<file path="src/design/grid_stride_decimator_3d_assert.svh">
// Assertion macros used by the grid stride decimator RTL.
`ifndef GRID_STRIDE_DECIMATOR_3D_ASSERT_SVH
`define GRID_STRIDE_DECIMATOR_3D_ASSERT_SVH

// Clocked assertion, ignored while reset is asserted.
`define GSD3_ASSERT(label, clk, rstn, prop, msg) \
    label: assert property (@(posedge clk) disable iff (!rstn) prop) else $error(msg);

// Clocked assertion that is also checked during reset.
`define GSD3_ASSERT_ALWAYS(label, clk, prop, msg) \
    label: assert property (@(posedge clk) prop) else $error(msg);

`endif

</file>
<file path="src/design/gsd3_pkg.sv">
// Package for the grid stride decimator: defaults, config index codes.
`default_nettype none

package gsd3_pkg;

    // Default widths
    localparam int COORD_WIDTH_DEF  = 16;
    localparam int SAMPLE_WIDTH_DEF = 64;

    // Configuration register index width and codes
    localparam int CFG_INDEX_WIDTH = 3;

    typedef enum logic [CFG_INDEX_WIDTH-1:0] {
        REG_SIZE_I    = 3'd0,
        REG_SIZE_J    = 3'd1,
        REG_SIZE_K    = 3'd2,
        REG_STRIDE_I  = 3'd3,
        REG_STRIDE_J  = 3'd4,
        REG_STRIDE_K  = 3'd5,
        REG_KEEP_LAST = 3'd6
    } cfg_reg_t;

endpackage

`default_nettype wire

</file>
<file path="src/design/grid_stride_decimator_3d.sv">
// Top level of the strided 3-D grid decimator.
`default_nettype none
`include "grid_stride_decimator_3d_assert.svh"

// Takes grid samples in raster order (i fastest, then j, then k) and passes
// on those whose coordinates all sit on the per-axis stride, or, with
// keep_last set, on the last index of an axis. Each kept sample leaves with
// its source coordinates. Counters wrap at the grid end, so successive grids
// stream back to back. Throughput is one sample per cycle: the keep test and
// counter update are combinational logic ahead of the output register, and a
// one-entry skid register behind it lets a request be taken while a result
// is stalled. The input stalls only when both the output and skid registers
// hold results. Write configuration only while the block is idle; counters
// are not cleared by a write.
module grid_stride_decimator_3d #(
    parameter int COORD_WIDTH  = gsd3_pkg::COORD_WIDTH_DEF,
    parameter int SAMPLE_WIDTH = gsd3_pkg::SAMPLE_WIDTH_DEF
) (
    input  wire logic                                 aclk,
    input  wire logic                                 aresetn,
    // configuration write port
    input  wire logic                                 cfg_wr_en,
    input  wire logic [gsd3_pkg::CFG_INDEX_WIDTH-1:0] cfg_index,
    input  wire logic [COORD_WIDTH-1:0]               cfg_data,
    // input samples
    input  wire logic                                 s_valid,
    output logic                                      s_ready,
    input  wire logic [SAMPLE_WIDTH-1:0]              s_sample,
    // kept samples
    output logic                                      m_valid,
    input  wire logic                                 m_ready,
    output logic [SAMPLE_WIDTH-1:0]                   m_kept_sample,
    output logic [COORD_WIDTH-1:0]                    m_src_i,
    output logic [COORD_WIDTH-1:0]                    m_src_j,
    output logic [COORD_WIDTH-1:0]                    m_src_k
);

    localparam logic [COORD_WIDTH-1:0] ONE  = COORD_WIDTH'(1);
    localparam logic [COORD_WIDTH-1:0] ZERO = '0;

    // Configuration registers
    logic [COORD_WIDTH-1:0] size_i_reg, size_j_reg, size_k_reg;
    logic [COORD_WIDTH-1:0] stride_i_reg, stride_j_reg, stride_k_reg;
    logic                   keep_last_reg;

    always_ff @(posedge aclk) begin
        if (!aresetn) begin
            size_i_reg    <= ONE;
            size_j_reg    <= ONE;
            size_k_reg    <= ONE;
            stride_i_reg  <= ONE;
            stride_j_reg  <= ONE;
            stride_k_reg  <= ONE;
            keep_last_reg <= 1'b0;
        end else if (cfg_wr_en) begin
            case (cfg_index)
                gsd3_pkg::REG_SIZE_I:    size_i_reg    <= cfg_data;
                gsd3_pkg::REG_SIZE_J:    size_j_reg    <= cfg_data;
                gsd3_pkg::REG_SIZE_K:    size_k_reg    <= cfg_data;
                gsd3_pkg::REG_STRIDE_I:  stride_i_reg  <= cfg_data;
                gsd3_pkg::REG_STRIDE_J:  stride_j_reg  <= cfg_data;
                gsd3_pkg::REG_STRIDE_K:  stride_k_reg  <= cfg_data;
                gsd3_pkg::REG_KEEP_LAST: keep_last_reg <= cfg_data[0];
                default: ;  // unknown index: write ignored
            endcase
        end
    end

    // Coordinate and stride phase counters
    logic [COORD_WIDTH-1:0] coord_i_reg, coord_j_reg, coord_k_reg;
    logic [COORD_WIDTH-1:0] phase_i_reg, phase_j_reg, phase_k_reg;
    logic [COORD_WIDTH-1:0] coord_i_next, coord_j_next, coord_k_next;
    logic [COORD_WIDTH-1:0] phase_i_next, phase_j_next, phase_k_next;

    // Last index on each axis; size zero wraps to the full counter range
    logic [COORD_WIDTH-1:0] last_i, last_j, last_k;
    logic                   at_last_i, at_last_j, at_last_k;
    logic                   keep_i, keep_j, keep_k, keep;
    logic                   s_accept;

    assign last_i    = size_i_reg - ONE;
    assign last_j    = size_j_reg - ONE;
    assign last_k    = size_k_reg - ONE;
    assign at_last_i = (coord_i_reg == last_i);
    assign at_last_j = (coord_j_reg == last_j);
    assign at_last_k = (coord_k_reg == last_k);

    // Keep test: on the stride, or on the last index with keep_last
    assign keep_i = (phase_i_reg == ZERO) || (keep_last_reg && at_last_i);
    assign keep_j = (phase_j_reg == ZERO) || (keep_last_reg && at_last_j);
    assign keep_k = (phase_k_reg == ZERO) || (keep_last_reg && at_last_k);
    assign keep   = keep_i && keep_j && keep_k;

    assign s_accept = s_valid && s_ready;

    // Counter advance: i every sample, j on i wrap, k on j wrap
    always_comb begin
        coord_i_next = coord_i_reg;
        phase_i_next = phase_i_reg;
        coord_j_next = coord_j_reg;
        phase_j_next = phase_j_reg;
        coord_k_next = coord_k_reg;
        phase_k_next = phase_k_reg;
        if (at_last_i) begin
            coord_i_next = ZERO;
            phase_i_next = ZERO;
            if (at_last_j) begin
                coord_j_next = ZERO;
                phase_j_next = ZERO;
                if (at_last_k) begin
                    coord_k_next = ZERO;
                    phase_k_next = ZERO;
                end else begin
                    coord_k_next = coord_k_reg + ONE;
                    phase_k_next = (phase_k_reg == stride_k_reg - ONE) ? ZERO
                                                                       : phase_k_reg + ONE;
                end
            end else begin
                coord_j_next = coord_j_reg + ONE;
                phase_j_next = (phase_j_reg == stride_j_reg - ONE) ? ZERO
                                                                   : phase_j_reg + ONE;
            end
        end else begin
            coord_i_next = coord_i_reg + ONE;
            phase_i_next = (phase_i_reg == stride_i_reg - ONE) ? ZERO : phase_i_reg + ONE;
        end
    end

    always_ff @(posedge aclk) begin
        if (!aresetn) begin
            coord_i_reg <= ZERO;
            coord_j_reg <= ZERO;
            coord_k_reg <= ZERO;
            phase_i_reg <= ZERO;
            phase_j_reg <= ZERO;
            phase_k_reg <= ZERO;
        end else if (s_accept) begin
            coord_i_reg <= coord_i_next;
            coord_j_reg <= coord_j_next;
            coord_k_reg <= coord_k_next;
            phase_i_reg <= phase_i_next;
            phase_j_reg <= phase_j_next;
            phase_k_reg <= phase_k_next;
        end
    end

    // Output register plus one-entry skid register
    logic                    m_valid_reg, skid_valid_reg;
    logic [SAMPLE_WIDTH-1:0] out_sample_reg, skid_sample_reg;
    logic [COORD_WIDTH-1:0]  out_i_reg, out_j_reg, out_k_reg;
    logic [COORD_WIDTH-1:0]  skid_i_reg, skid_j_reg, skid_k_reg;
    logic                    out_free;
    logic                    push;

    assign out_free = !m_valid_reg || m_ready;
    assign push     = s_accept && keep;

    // Valid flags
    always_ff @(posedge aclk) begin
        if (!aresetn) begin
            m_valid_reg    <= 1'b0;
            skid_valid_reg <= 1'b0;
        end else if (skid_valid_reg) begin
            if (out_free) begin
                m_valid_reg    <= 1'b1;
                skid_valid_reg <= 1'b0;
            end
        end else if (push) begin
            if (out_free) begin
                m_valid_reg <= 1'b1;
            end else begin
                skid_valid_reg <= 1'b1;
            end
        end else if (m_ready) begin
            m_valid_reg <= 1'b0;
        end
    end

    // Payload registers
    always_ff @(posedge aclk) begin
        if (skid_valid_reg) begin
            if (out_free) begin
                out_sample_reg <= skid_sample_reg;
                out_i_reg      <= skid_i_reg;
                out_j_reg      <= skid_j_reg;
                out_k_reg      <= skid_k_reg;
            end
        end else if (push) begin
            if (out_free) begin
                out_sample_reg <= s_sample;
                out_i_reg      <= coord_i_reg;
                out_j_reg      <= coord_j_reg;
                out_k_reg      <= coord_k_reg;
            end else begin
                skid_sample_reg <= s_sample;
                skid_i_reg      <= coord_i_reg;
                skid_j_reg      <= coord_j_reg;
                skid_k_reg      <= coord_k_reg;
            end
        end
    end

    assign s_ready       = !skid_valid_reg;
    assign m_valid       = m_valid_reg;
    assign m_kept_sample = out_sample_reg;
    assign m_src_i       = out_i_reg;
    assign m_src_j       = out_j_reg;
    assign m_src_k       = out_k_reg;

    // Assertions
    `GSD3_ASSERT(a_skid_behind_out, aclk, aresetn, skid_valid_reg |-> m_valid_reg, "skid holds a result while the output register is empty")
    `GSD3_ASSERT(a_stall_fills_skid, aclk, aresetn, (push && m_valid_reg && !m_ready) |=> skid_valid_reg, "kept sample during output stall did not enter the skid register")
    `GSD3_ASSERT(a_i_wrap, aclk, aresetn, (s_accept && at_last_i) |=> (coord_i_reg == ZERO && phase_i_reg == ZERO), "i counter did not wrap at the last index")
    `GSD3_ASSERT(a_j_holds, aclk, aresetn, (s_accept && !at_last_i) |=> ($stable(coord_j_reg) && $stable(coord_k_reg)), "j or k moved without an i wrap")
    `GSD3_ASSERT_ALWAYS(a_reset_empty, aclk, !aresetn |=> (!m_valid_reg && !skid_valid_reg), "result registers not empty after reset")

endmodule

`default_nettype wire
</file>
<file path="config.mk">
export PLATFORM = sky130hd
export DESIGN_NAME = grid_stride_decimator_3d
export DESIGN_NICKNAME = d
export VERILOG_FILES = /design/src/design/gsd3_pkg.sv /design/src/design/grid_stride_decimator_3d.sv
export VERILOG_INCLUDE_DIRS = /design/src /design/src/design
export SDC_FILE = /design/constraint.sdc
export NUM_CORES = 1
export LEC_CHECK = 0
export ABC_CLOCK_PERIOD_IN_PS = 18270
export BUFFER_PORTS_ARGS = -buffer_cell sky130_fd_sc_hd__buf_2
export CORE_MARGIN = 5
export CORE_UTILIZATION = 30
export DETAILED_ROUTE_END_ITERATION = 16
export GPL_TIMING_DRIVEN = 0
export HOLD_SLACK_MARGIN = 0.05
export PLACE_DENSITY = 0.42
export SLEW_MARGIN = 25
export SYNTH_ARGS = -nofsm -noshare
export SYNTH_HDL_FRONTEND = slang
export SYNTH_SLANG_ARGS = --single-unit
</file>
<file path="constraint.sdc">
create_clock -name aclk -period 18.27 [get_ports aclk]
set_input_delay 5.481 -clock aclk [delete_from_list [all_inputs] [get_ports aclk]]
set_output_delay 5.481 -clock aclk [all_outputs]
set_load 0.05 [all_outputs]
</file>
==> results.py, run 1 <==
metrics = {
    "worst_setup_path": {
        "endpoint_kind": "register",
        "crit_chain": "buf_2 > nor2b_1 > clkbuf_1 > nand4_1 > or4b_2 > o21bai_1 > a31oi_1 > nor2b_4 > buf_16 > buf_16 > buf_16",
        "cp_top_family": "simple AND/OR/NAND/NOR gates",
        "crit_type": "in2reg",
        "critPathMaxStageDelay_ns": 0.74,
        "arrival_ns": 8.81,
        "r2r_start": "size_k_reg[5]",
        "cp-startpoint": "s_valid",
        "cp_data_required_time_ns": 18.57,
        "crit_fanout": 23,
        "crit_top_cell": "buf_16",
        "worstPathBufferInverterCount": 5,
        "slowest_stage": "or4b_2",
        "cp-start-kind": "input pin",
    },
    "power": {
        "leakage_nw": 8.248,
        "power_density_nw_per_um2": 102.0,
        "p_total_mw": 2.432,
        "irDropWorstVdd_mv": 0.05838,
    },
    "logic_synthesis": {
        "seq_area_frac_synth_pct": 53.63,
        "avgSynthCellArea_sq_um": 10.39,
        "synth.distinct_cells": 82,
        "synth_fp_nets": 2011,
        "yosysMostFrequentCell": "nand2_1",
        "yosys_warnings": 0,
        "synth_top_area_share_pct": 33.93,
        "synth-main-ff-cell": "edfxtp_1",
        "syn_inst": 1908,
        "synth_largest_area_cell": "edfxtp_1",
        "syn_area_sq_um": 19820,
        "synth_area_leaders": "edfxtp_1 34%, dfxtp_1 20%, mux2_2 6.2%",
        "synth_edf_count": 224,
        "ys_ff_latch": 419,
        "synth_common_cells": "266 x nand2_1, 224 x edfxtp_1, 195 x dfxtp_1, 152 x a21oi_1, 110 x mux2_2",
        "async_flop_share_pct": 0,
    },
    "floorplanning": {
        "initial_core_util_pct": 30.20,
        "core_area_sq_um": 65630,
        "die_x_microns": 267.1,
        "die_h_microns": 267.1,
        "fp.dieArea_sq_um": 71320,
        "rows": 94,
        "io_pins": 202,
    },
    "clock_network": {
        "clkTransAtPathRegs_ns": 0.05,
        "clk_latency_ns": 0.61,
        "holdBufCountCts": 0,
        "clkSinkCount": 419,
        "cts_max_path_buffers": 3,
        "cts_tree": "done",
        "cts-resized-gates": 0,
        "cts_setup_buffers": 0,
        "clock-root-buffer": "clkbuf_16",
        "htreeDepth": 2,
        "cts_made_buffers": 49,
    },
    "global_route": {
        "grt_pass1_vias": 15050,
        "grt_first_pass_wirelength_mm": 90.09,
        "grt-ovfl-total": 0,
        "grt_start_max_net_pins": 24,
        "track_usage_pct": 15.98,
        "antenna_found_initial": 0,
    },
    "route": {
        "ant_nets": 0,
        "drt-total-wl_mm": 58.80,
        "first_iter_violations": 1089,
        "vias_per_cell": 5.021,
        "vias": 15420,
        "wl_per_cell_microns": 19.15,
        "drc_errors": 0,
        "firstDrtPassIters": 5,
    },
    "sta": {
        "tightest_slew_ns": 0.9444,
        "period_minus_slack_ns": 8.517,
        "grt_setup_unrepaired": "no",
        "setup_viol": 0,
        "finalHoldViolCount": 0,
        "drv_slew": 0,
        "max_freq_mhz": 117.4,
        "setup_tns_ns": 0,
        "post-route-period-util_pct": 46.62,
        "slew_headroom_pct": 35.41,
        "skew_ns": 0.01795,
        "hold_slack_ns": 0.4218,
    },
    "finish": {
        "area_growth_pct": 20.27,
        "stdcell_count": 3071,
        "layout-drive-gt1-share_pct": 19.98,
        "nets": 2272,
        "diodes": 0,
        "final_cell_area_sq_um": 23840,
    },
    "placement": {
        "dpl_cell_area_sq_um": 22260,
        "port_buffers": 198,
        "dp_hpwl_mm": 42.56,
        "globalplace.congestion": 0.8328,
        "post-place-cells": 2982,
    },
    "job": {
        "maxCapViolations": 0,
    },
    "worst_hold_path": {
        "worstHoldStart": "coord_k_reg[7]",
        "worstHoldPathType": "reg2reg",
    },
    "outcome": {
        "status": "finished, final reports clean",
    },
}
[layout make-up]
| class | count | area (sq um) |
|---|---|---|
| Inverter | 41 | 153.9 |
| Clock buffer | 64 | 1303 |
| Clock inverter | 25 | 275.3 |
| Sequential cell | 419 | 10630 |
| Timing Repair Buffer | 210 | 1306 |
| Fill cell | 6632 | 41790 |
| Tap cell | 864 | 1081 |
| Buffer | 107 | 419.2 |
| Multi-Input combinational cell | 1341 | 8672 |
[metrics by stage]
| step | setup WS, ns | utilization, % |
|---|---|---|
| detailed placement | 9.109 | 33.91 |
| CTS | 9.748 | 36.32 |
| floorplan | 5.771 | - |
| global route | 9.597 | 36.33 |
| finish | 9.753 | 36.33 |
| global placement | 1.722 | 33.36 |
[cells by family after synthesis]
family	Yosys count	share of synthesized area, %
XOR/XNOR	146	6.451
AND/OR/NAND/NOR	739	19.33
multiplexers	121	6.804
flip-flops	419	53.63
adder cells (fa/ha/maj)	15	0.9468
buffers and inverters	148	2.885
AO/OA/AOI/OAI	320	9.960
[report_power, final]
group	internal, mW	switching (mW)
logic	0.103	0.289
registers	1.05	0.0206
clock network	0.562	0.406
[per-layer routing]
layer | up-vias | routed length [microns] | track usage [%] | part of all wire (%)
met2 | 345 | 27070 | 26.27 | 46
met5 | - | 0 | 0 | 0
met1 | 7480 | 27320 | 22.12 | 46
met3 | 69 | 3204 | 2.894 | 5.4
li1 | 7526 | - | - | -
met4 | 0 | 1199 | 3.585 | 2.0
[path summary, 6_finish.rpt]
path / end / slack (ns) / cells past startpoint
min: skid_k_reg[7] / 0.42 / 0
min reg2reg: skid_k_reg[7] / 0.42 / 0
max: m_src_k[4] / 9.75 / 11
max reg2reg: m_src_k[4] / 13.30 / 11
[layout by cell type, fill, tap and decap left out, types with 11 or more instances in the layout]
| master | synthesis | final |
|---|---|---|
| ha_1 | 15 | 15 |
| nand2_1 | 266 | 266 |
| nand3_1 | 73 | 73 |
| or3_1 | 22 | 22 |
| xnor2_1 | 79 | 79 |
| xor2_1 | 67 | 67 |
| nor4_1 | 41 | 39 |
| buf_2 | 6 | 204 |
| o21ai_0 | 50 | 50 |
| edfxtp_1 | 224 | 224 |
| and3_1 | 24 | 24 |
| or4_1 | 17 | 17 |
| o31ai_1 | 14 | 14 |
| inv_1 | 41 | 41 |
| a31oi_1 | 14 | 14 |
| clkbuf_1 | 88 | 100 |
| nand4_1 | 42 | 42 |
| o211ai_1 | 18 | 18 |
| a21oi_1 | 152 | 152 |
| nor3_1 | 44 | 42 |
| nor2_1 | 95 | 94 |
| mux2_2 | 110 | 110 |
| nand2b_1 | 15 | 15 |
| nor2b_1 | 12 | 11 |
| clkbuf_16 | 0 | 49 |
| dfxtp_1 | 195 | 195 |
| mux2i_1 | 11 | 11 |
| nand4b_1 | 16 | 16 |
Power figures use the tool's default switching activity.
==> run 2, diff against run 1 <==
--- a/config.mk
+++ b/config.mk
@@ -6,14 +6,14 @@
 export SDC_FILE = /design/constraint.sdc
 export NUM_CORES = 1
 export LEC_CHECK = 0
-export ABC_CLOCK_PERIOD_IN_PS = 18270
+export ABC_CLOCK_PERIOD_IN_PS = 7500
 export BUFFER_PORTS_ARGS = -buffer_cell sky130_fd_sc_hd__buf_2
 export CORE_MARGIN = 5
 export CORE_UTILIZATION = 30
 export DETAILED_ROUTE_END_ITERATION = 16
 export GPL_TIMING_DRIVEN = 0
 export HOLD_SLACK_MARGIN = 0.05
-export PLACE_DENSITY = 0.42
+export PLACE_DENSITY = 0.44
 export SLEW_MARGIN = 25
 export SYNTH_ARGS = -nofsm -noshare
 export SYNTH_HDL_FRONTEND = slang
==> constraint.sdc (replaced) <==
create_clock -name aclk -period 7.5 [get_ports aclk]
set_input_delay 2.25 -clock aclk [delete_from_list [all_inputs] [get_ports aclk]]
set_output_delay 2.25 -clock aclk [all_outputs]
set_load 0.05 [all_outputs]
==> results.py, run 2 (synthesis results as in run 1) <==
metrics = {
    "sta": {
        "setup_viol": 0,
        "finalHoldViolCount": 0,
        "post-route-period-util_pct": 72.93,
        "setup_ws_ns": 2.030,
        "slew_headroom_pct": 31.96,
        "max_freq_mhz": 182.8,
        "drv_slew": 0,
        "skew_ns": 0.02840,
        "period_minus_slack_ns": 5.470,
        "grt_setup_unrepaired": "no",
        "tightest_slew_ns": 1.013,
    },
    "worst_setup_path": {
        "cp-start-kind": "input pin",
        "critPathMaxStageDelay_ns": 0.74,
        "slowest_stage": "or4b_2",
        "endpoint_kind": "register",
        "crit_top_cell": "buf_16",
        "cp_top_family": "simple AND/OR/NAND/NOR gates",
        "rr_worst_depth": 12,
        "r2r_slack_ns": 2.47,
        "crit_type": "in2reg",
        "r2r_end": "m_kept_sample[39]",
        "arrival_ns": 5.77,
        "worstPathBufferInverterCount": 6,
        "crit_fanout": 21,
        "r2r_start": "size_k_reg[5]",
        "cp_data_required_time_ns": 7.80,
        "crit_chain": "buf_2 > nor2b_1 > clkbuf_1 > nand4_1 > or4b_2 > o21bai_1 > a31oi_1 > nor2b_4 > buf_16 > buf_12 > buf_16 > buf_16",
    },
    "global_route": {
        "grt_start_max_net_pins": 25,
        "grt_first_pass_wirelength_mm": 88.99,
        "grt_pass1_vias": 15020,
        "track_usage_pct": 15.70,
        "antenna_found_initial": 0,
        "grt-ovfl-total": 0,
    },
    "route": {
        "drc_errors": 0,
        "vias": 15460,
        "vias_per_cell": 5.035,
        "ant_nets": 0,
        "wl_per_cell_microns": 18.86,
        "drt-total-wl_mm": 57.91,
        "firstDrtPassIters": 5,
        "first_iter_violations": 971,
    },
    "clock_network": {
        "holdBufCountCts": 0,
        "clkTransAtPathRegs_ns": 0.06,
        "htreeDepth": 2,
        "cts_setup_buffers": 0,
        "clkSinkCount": 419,
        "cts_max_path_buffers": 3,
        "cts_made_buffers": 48,
        "cts_tree": "done",
        "clk_latency_ns": 0.59,
        "cts-resized-gates": 0,
        "clock-root-buffer": "clkbuf_16",
    },
    "finish": {
        "final_common_cell": "nand2_1",
        "multiInputGateArea_sq_um": 8666,
        "layout-drive-gt1-share_pct": 19.67,
        "fillerInstances": 6690,
        "area_growth_pct": 19.90,
        "nets": 2269,
        "final_cell_mix": "266 x nand2_1, 224 x edfxtp_1, 204 x buf_2",
        "seqCellArea_sq_um": 10630,
        "diodes": 0,
    },
    "power": {
        "intPower_mw": 4.221,
        "p_total_mw": 5.915,
        "clockPowerShare_pct": 39.8,
        "p_sw_share_pct": 28.64,
        "seqPwrFrac_pct": 44.2,
        "power_density_nw_per_um2": 248.8,
        "leakage_nw": 8.210,
        "pwr-share-comb_pct": 16.0,
        "irDropWorstVdd_mv": 0.1661,
        "p_sw_mw": 1.694,
    },
    "floorplanning": {
        "io_pins": 202,
        "core_area_sq_um": 65630,
        "fp.dieArea_sq_um": 71320,
        "die_x_microns": 267.1,
        "rows": 94,
        "die_h_microns": 267.1,
        "initial_core_util_pct": 30.20,
    },
    "worst_hold_path": {
        "min_delay_path_depth": 0,
        "worstHoldStart": "coord_j_reg[6]",
        "whs_endpoint": "skid_j_reg[6]",
        "worstHoldPathType": "reg2reg",
    },
    "placement": {
        "dp_slack_ns": 1.406,
        "globalplace.congestion": 0.8708,
        "port_buffers": 198,
        "dp_hpwl_mm": 42.35,
    },
    "job": {
        "maxCapViolations": 0,
    },
    "outcome": {
        "status": "finished, final reports clean",
    },
}
## run 2: worst register-to-register path: stages (launching register included)
cell and delay [ns]:
dfxtp_1 0.38, nor4_1 0.81, nand4_1 0.20, xnor2_1 0.18
a2111oi_0 0.63, nor4b_4 0.76, o21a_1 0.21, a31oi_1 0.17
nor2b_4 0.56, buf_16 0.25, buf_12 0.20, buf_16 0.20
buf_16 0.18
## run 2: layout make-up
| cell class | instances | share of cell area, % |
|---|---|---|
| Buffer | 107 | 1.758 |
| Clock buffer | 70 | 5.617 |
| Clock inverter | 20 | 1.074 |
| Inverter | 41 | 0.6475 |
| Multi-Input combinational cell | 1341 | 36.46 |
| Sequential cell | 419 | 44.73 |
| Tap cell | 864 | 4.548 |
| Timing Repair Buffer | 208 | 5.170 |
## run 2: worst max-delay path by stage
stage / startpoint / to / cells after the start
after detailed placement: s_valid / m_kept_sample[40] / 12
after CTS: s_valid / m_kept_sample[45] / 12
final: s_valid / m_kept_sample[39] / 12
after global routing: s_valid / m_kept_sample[50] / 12
after global placement: s_valid / skid_k_reg[0] / 8
after floorplan: s_valid / m_kept_sample[0] / 7
## run 2: metrics by stage
stage                     std cells  area [sq um]  hold WS, ns  TNS [ns]  utilization, %
after floorplan                1908         19830       0.4064         0               -
after global placement         2970         21900       0.4066   -498.05           33.37
after detailed placement       2980         22180       0.4124         0           33.79
after CTS                      3070         23770       0.4015         0           36.22
after global routing           3070         23770       0.4282         0           36.22
final                          3070         23770       0.4156         0           36.22
## run 2: power groups by stage
stage               Combinational [mW]  Sequential, mW  Clock, mW
finish                           0.946            2.61       2.36
CTS                              0.961            2.61       2.44
floorplan                        0.325            2.97          0
global placement                 0.900            2.69          0
global route                      1.01            2.62       2.55
detailed placement               0.958            2.66          0
## run 2: layer usage
layer	vias to the layer above	wire length [microns]	GRT usage, %
met5	-	0	0
met4	0	1304	4.181
met3	72	3083	3.096
met2	331	26890	25.35
met1	7520	26630	21.71
li1	7533	-	-
==> run 3, diff against run 2 <==
--- a/config.mk
+++ b/config.mk
@@ -6,14 +6,14 @@
 export SDC_FILE = /design/constraint.sdc
 export NUM_CORES = 1
 export LEC_CHECK = 0
-export ABC_CLOCK_PERIOD_IN_PS = 7500
+export ABC_CLOCK_PERIOD_IN_PS = 5100
 export BUFFER_PORTS_ARGS = -buffer_cell sky130_fd_sc_hd__buf_2
 export CORE_MARGIN = 5
 export CORE_UTILIZATION = 30
 export DETAILED_ROUTE_END_ITERATION = 16
 export GPL_TIMING_DRIVEN = 0
 export HOLD_SLACK_MARGIN = 0.05
-export PLACE_DENSITY = 0.44
+export PLACE_DENSITY = 0.42
 export SLEW_MARGIN = 25
 export SYNTH_ARGS = -nofsm -noshare
 export SYNTH_HDL_FRONTEND = slang
==> constraint.sdc (replaced) <==
create_clock -name aclk -period 5.1 [get_ports aclk]
set_input_delay 1.53 -clock aclk [delete_from_list [all_inputs] [get_ports aclk]]
set_output_delay 1.53 -clock aclk [all_outputs]
set_load 0.05 [all_outputs]
==> results.py, run 3 (synthesis results as in run 1) <==
metrics = {
    "power": {
        "irDropWorstVdd_mv": 0.2296,
        "power_density_nw_per_um2": 367.9,
        "p_total_mw": 8.748,
        "leakage_nw": 8.232,
    },
    "placement": {
        "dpl_cell_area_sq_um": 22160,
        "globalplace.congestion": 0.8505,
        "dp_hpwl_mm": 42.60,
        "dp_slack_ns": 0.2933,
        "post-place-cells": 2980,
        "port_buffers": 198,
    },
    "route": {
        "firstDrtPassIters": 5,
        "ant_nets": 0,
        "drt-total-wl_mm": 58.50,
        "vias": 15340,
        "wl_per_cell_microns": 19.05,
        "vias_per_cell": 4.994,
        "drc_errors": 0,
        "first_iter_violations": 923,
    },
    "worst_setup_path": {
        "r2r_end": "skid_k_reg[7]",
        "cp-start-kind": "register",
        "endpoint_kind": "register",
        "endpoint": "skid_k_reg[7]",
        "critPathMaxStageDelay_ns": 0.79,
        "crit_top_cell": "buf_12",
        "r2r_slack_ns": 0.38,
        "cp-startpoint": "size_k_reg[5]",
        "arrival_ns": 5.00,
        "crit_type": "reg2reg",
        "cp_data_required_time_ns": 5.38,
        "rr_worst_depth": 10,
        "r2r_start": "size_k_reg[5]",
        "crit_fanout": 22,
        "crit_chain": "nor4_1 > nand4_1 > xnor2_1 > a2111oi_0 > nor4b_4 > o21a_1 > nand3_1 > nor2_4 > buf_12 > buf_12",
        "slowest_stage": "nor4_1",
    },
    "global_route": {
        "antenna_found_initial": 0,
        "grt-ovfl-total": 0,
        "track_usage_pct": 15.76,
        "grt_start_max_net_pins": 25,
        "grt_pass1_vias": 14720,
        "grt_first_pass_wirelength_mm": 89.36,
    },
    "sta": {
        "tightest_slew_ns": 1.023,
        "finalHoldViolCount": 0,
        "period_minus_slack_ns": 4.717,
        "grt_setup_unrepaired": "no",
        "slew_headroom_pct": 31.30,
        "setup_ws_ns": 0.3829,
        "post-route-period-util_pct": 92.49,
        "setup_viol": 0,
        "drv_slew": 0,
        "max_freq_mhz": 212.0,
        "skew_ns": 0.01378,
        "setup_tns_ns": 0,
    },
    "finish": {
        "final_cell_mix": "266 x nand2_1, 224 x edfxtp_1, 204 x buf_2",
        "seqCellArea_sq_um": 10630,
        "diodes": 0,
        "area_growth_pct": 19.95,
        "stdcell_count": 3071,
        "fillerInstances": 6628,
        "nets": 2270,
        "final_common_cell": "nand2_1",
        "layout-drive-gt1-share_pct": 19.98,
        "multiInputGateArea_sq_um": 8667,
        "final_cell_area_sq_um": 23780,
    },
    "floorplanning": {
        "die_x_microns": 267.1,
        "rows": 94,
        "die_h_microns": 267.1,
        "core_area_sq_um": 65630,
        "io_pins": 202,
        "fp.dieArea_sq_um": 71320,
        "initial_core_util_pct": 30.20,
    },
    "outcome": {
        "status": "finished, final reports clean",
    },
    "clock_network": {
        "cts_setup_buffers": 0,
        "clock-root-buffer": "clkbuf_16",
        "cts_tree": "done",
        "clkSinkCount": 419,
        "cts_made_buffers": 49,
        "clk_latency_ns": 0.59,
        "cts_max_path_buffers": 3,
        "clkTransAtPathRegs_ns": 0.06,
        "holdBufCountCts": 0,
        "cts-resized-gates": 0,
        "htreeDepth": 2,
    },
    "worst_hold_path": {
        "worstHoldPathType": "reg2reg",
    },
    "job": {
        "maxCapViolations": 0,
    },
}
## run 3: worst max-delay path, delay by kind of cell, from the launching register on
family,cells,cell delay (ns)
buf+inv,2,0.47
flops,1,0.39
xor+xnor,1,0.18
simple gates,5,2.45
compound gates,2,0.88
## run 3: worst min path at each step
stage | startpoint | end | cells past startpoint
finish | coord_j_reg[6] | skid_j_reg[6] | 0
detailed placement | coord_j_reg[3] | skid_j_reg[3] | 0
global route | coord_j_reg[3] | skid_j_reg[3] | 0
global placement | coord_i_reg[7] | skid_i_reg[7] | 0
CTS | coord_j_reg[3] | skid_j_reg[3] | 0
floorplan | coord_i_reg[7] | skid_i_reg[7] | 0
## run 3: power by group
part           switching (mW)  internal, mW  total [mW]
sequential             0.0735          3.77        3.84
clock                    1.43          2.09        3.52
combinational            1.03         0.358        1.39
total                    2.53          6.21        8.75
## run 3: final cells by class
type,count,share of cell area (%)
inverters,41,0.6472
flip-flops and latches,419,44.71
plain buffers,107,1.768
repair buffers,208,5.104
clock inverters,15,0.7630
well taps,864,4.546
multi-input cells,1341,36.45
clock buffers,76,6.015
## run 3: per-stage QoR
step	utilization (%)	hold slack (ns)
after floorplan	-	0.4064
after global placement	33.39	0.4090
after detailed placement	33.76	0.4117
after CTS	36.22	0.4267
after global routing	36.23	0.4324
final	36.23	0.4284
## run 3: routing by layer
metal | up-vias | track usage [%] | part of all wire (%)
li1 | 7536 | - | -
met1 | 7405 | 22.44 | 47
met4 | 0 | 3.433 | 1.8
met3 | 66 | 2.462 | 4.6
met5 | - | 0 | 0
met2 | 329 | 25.53 | 46
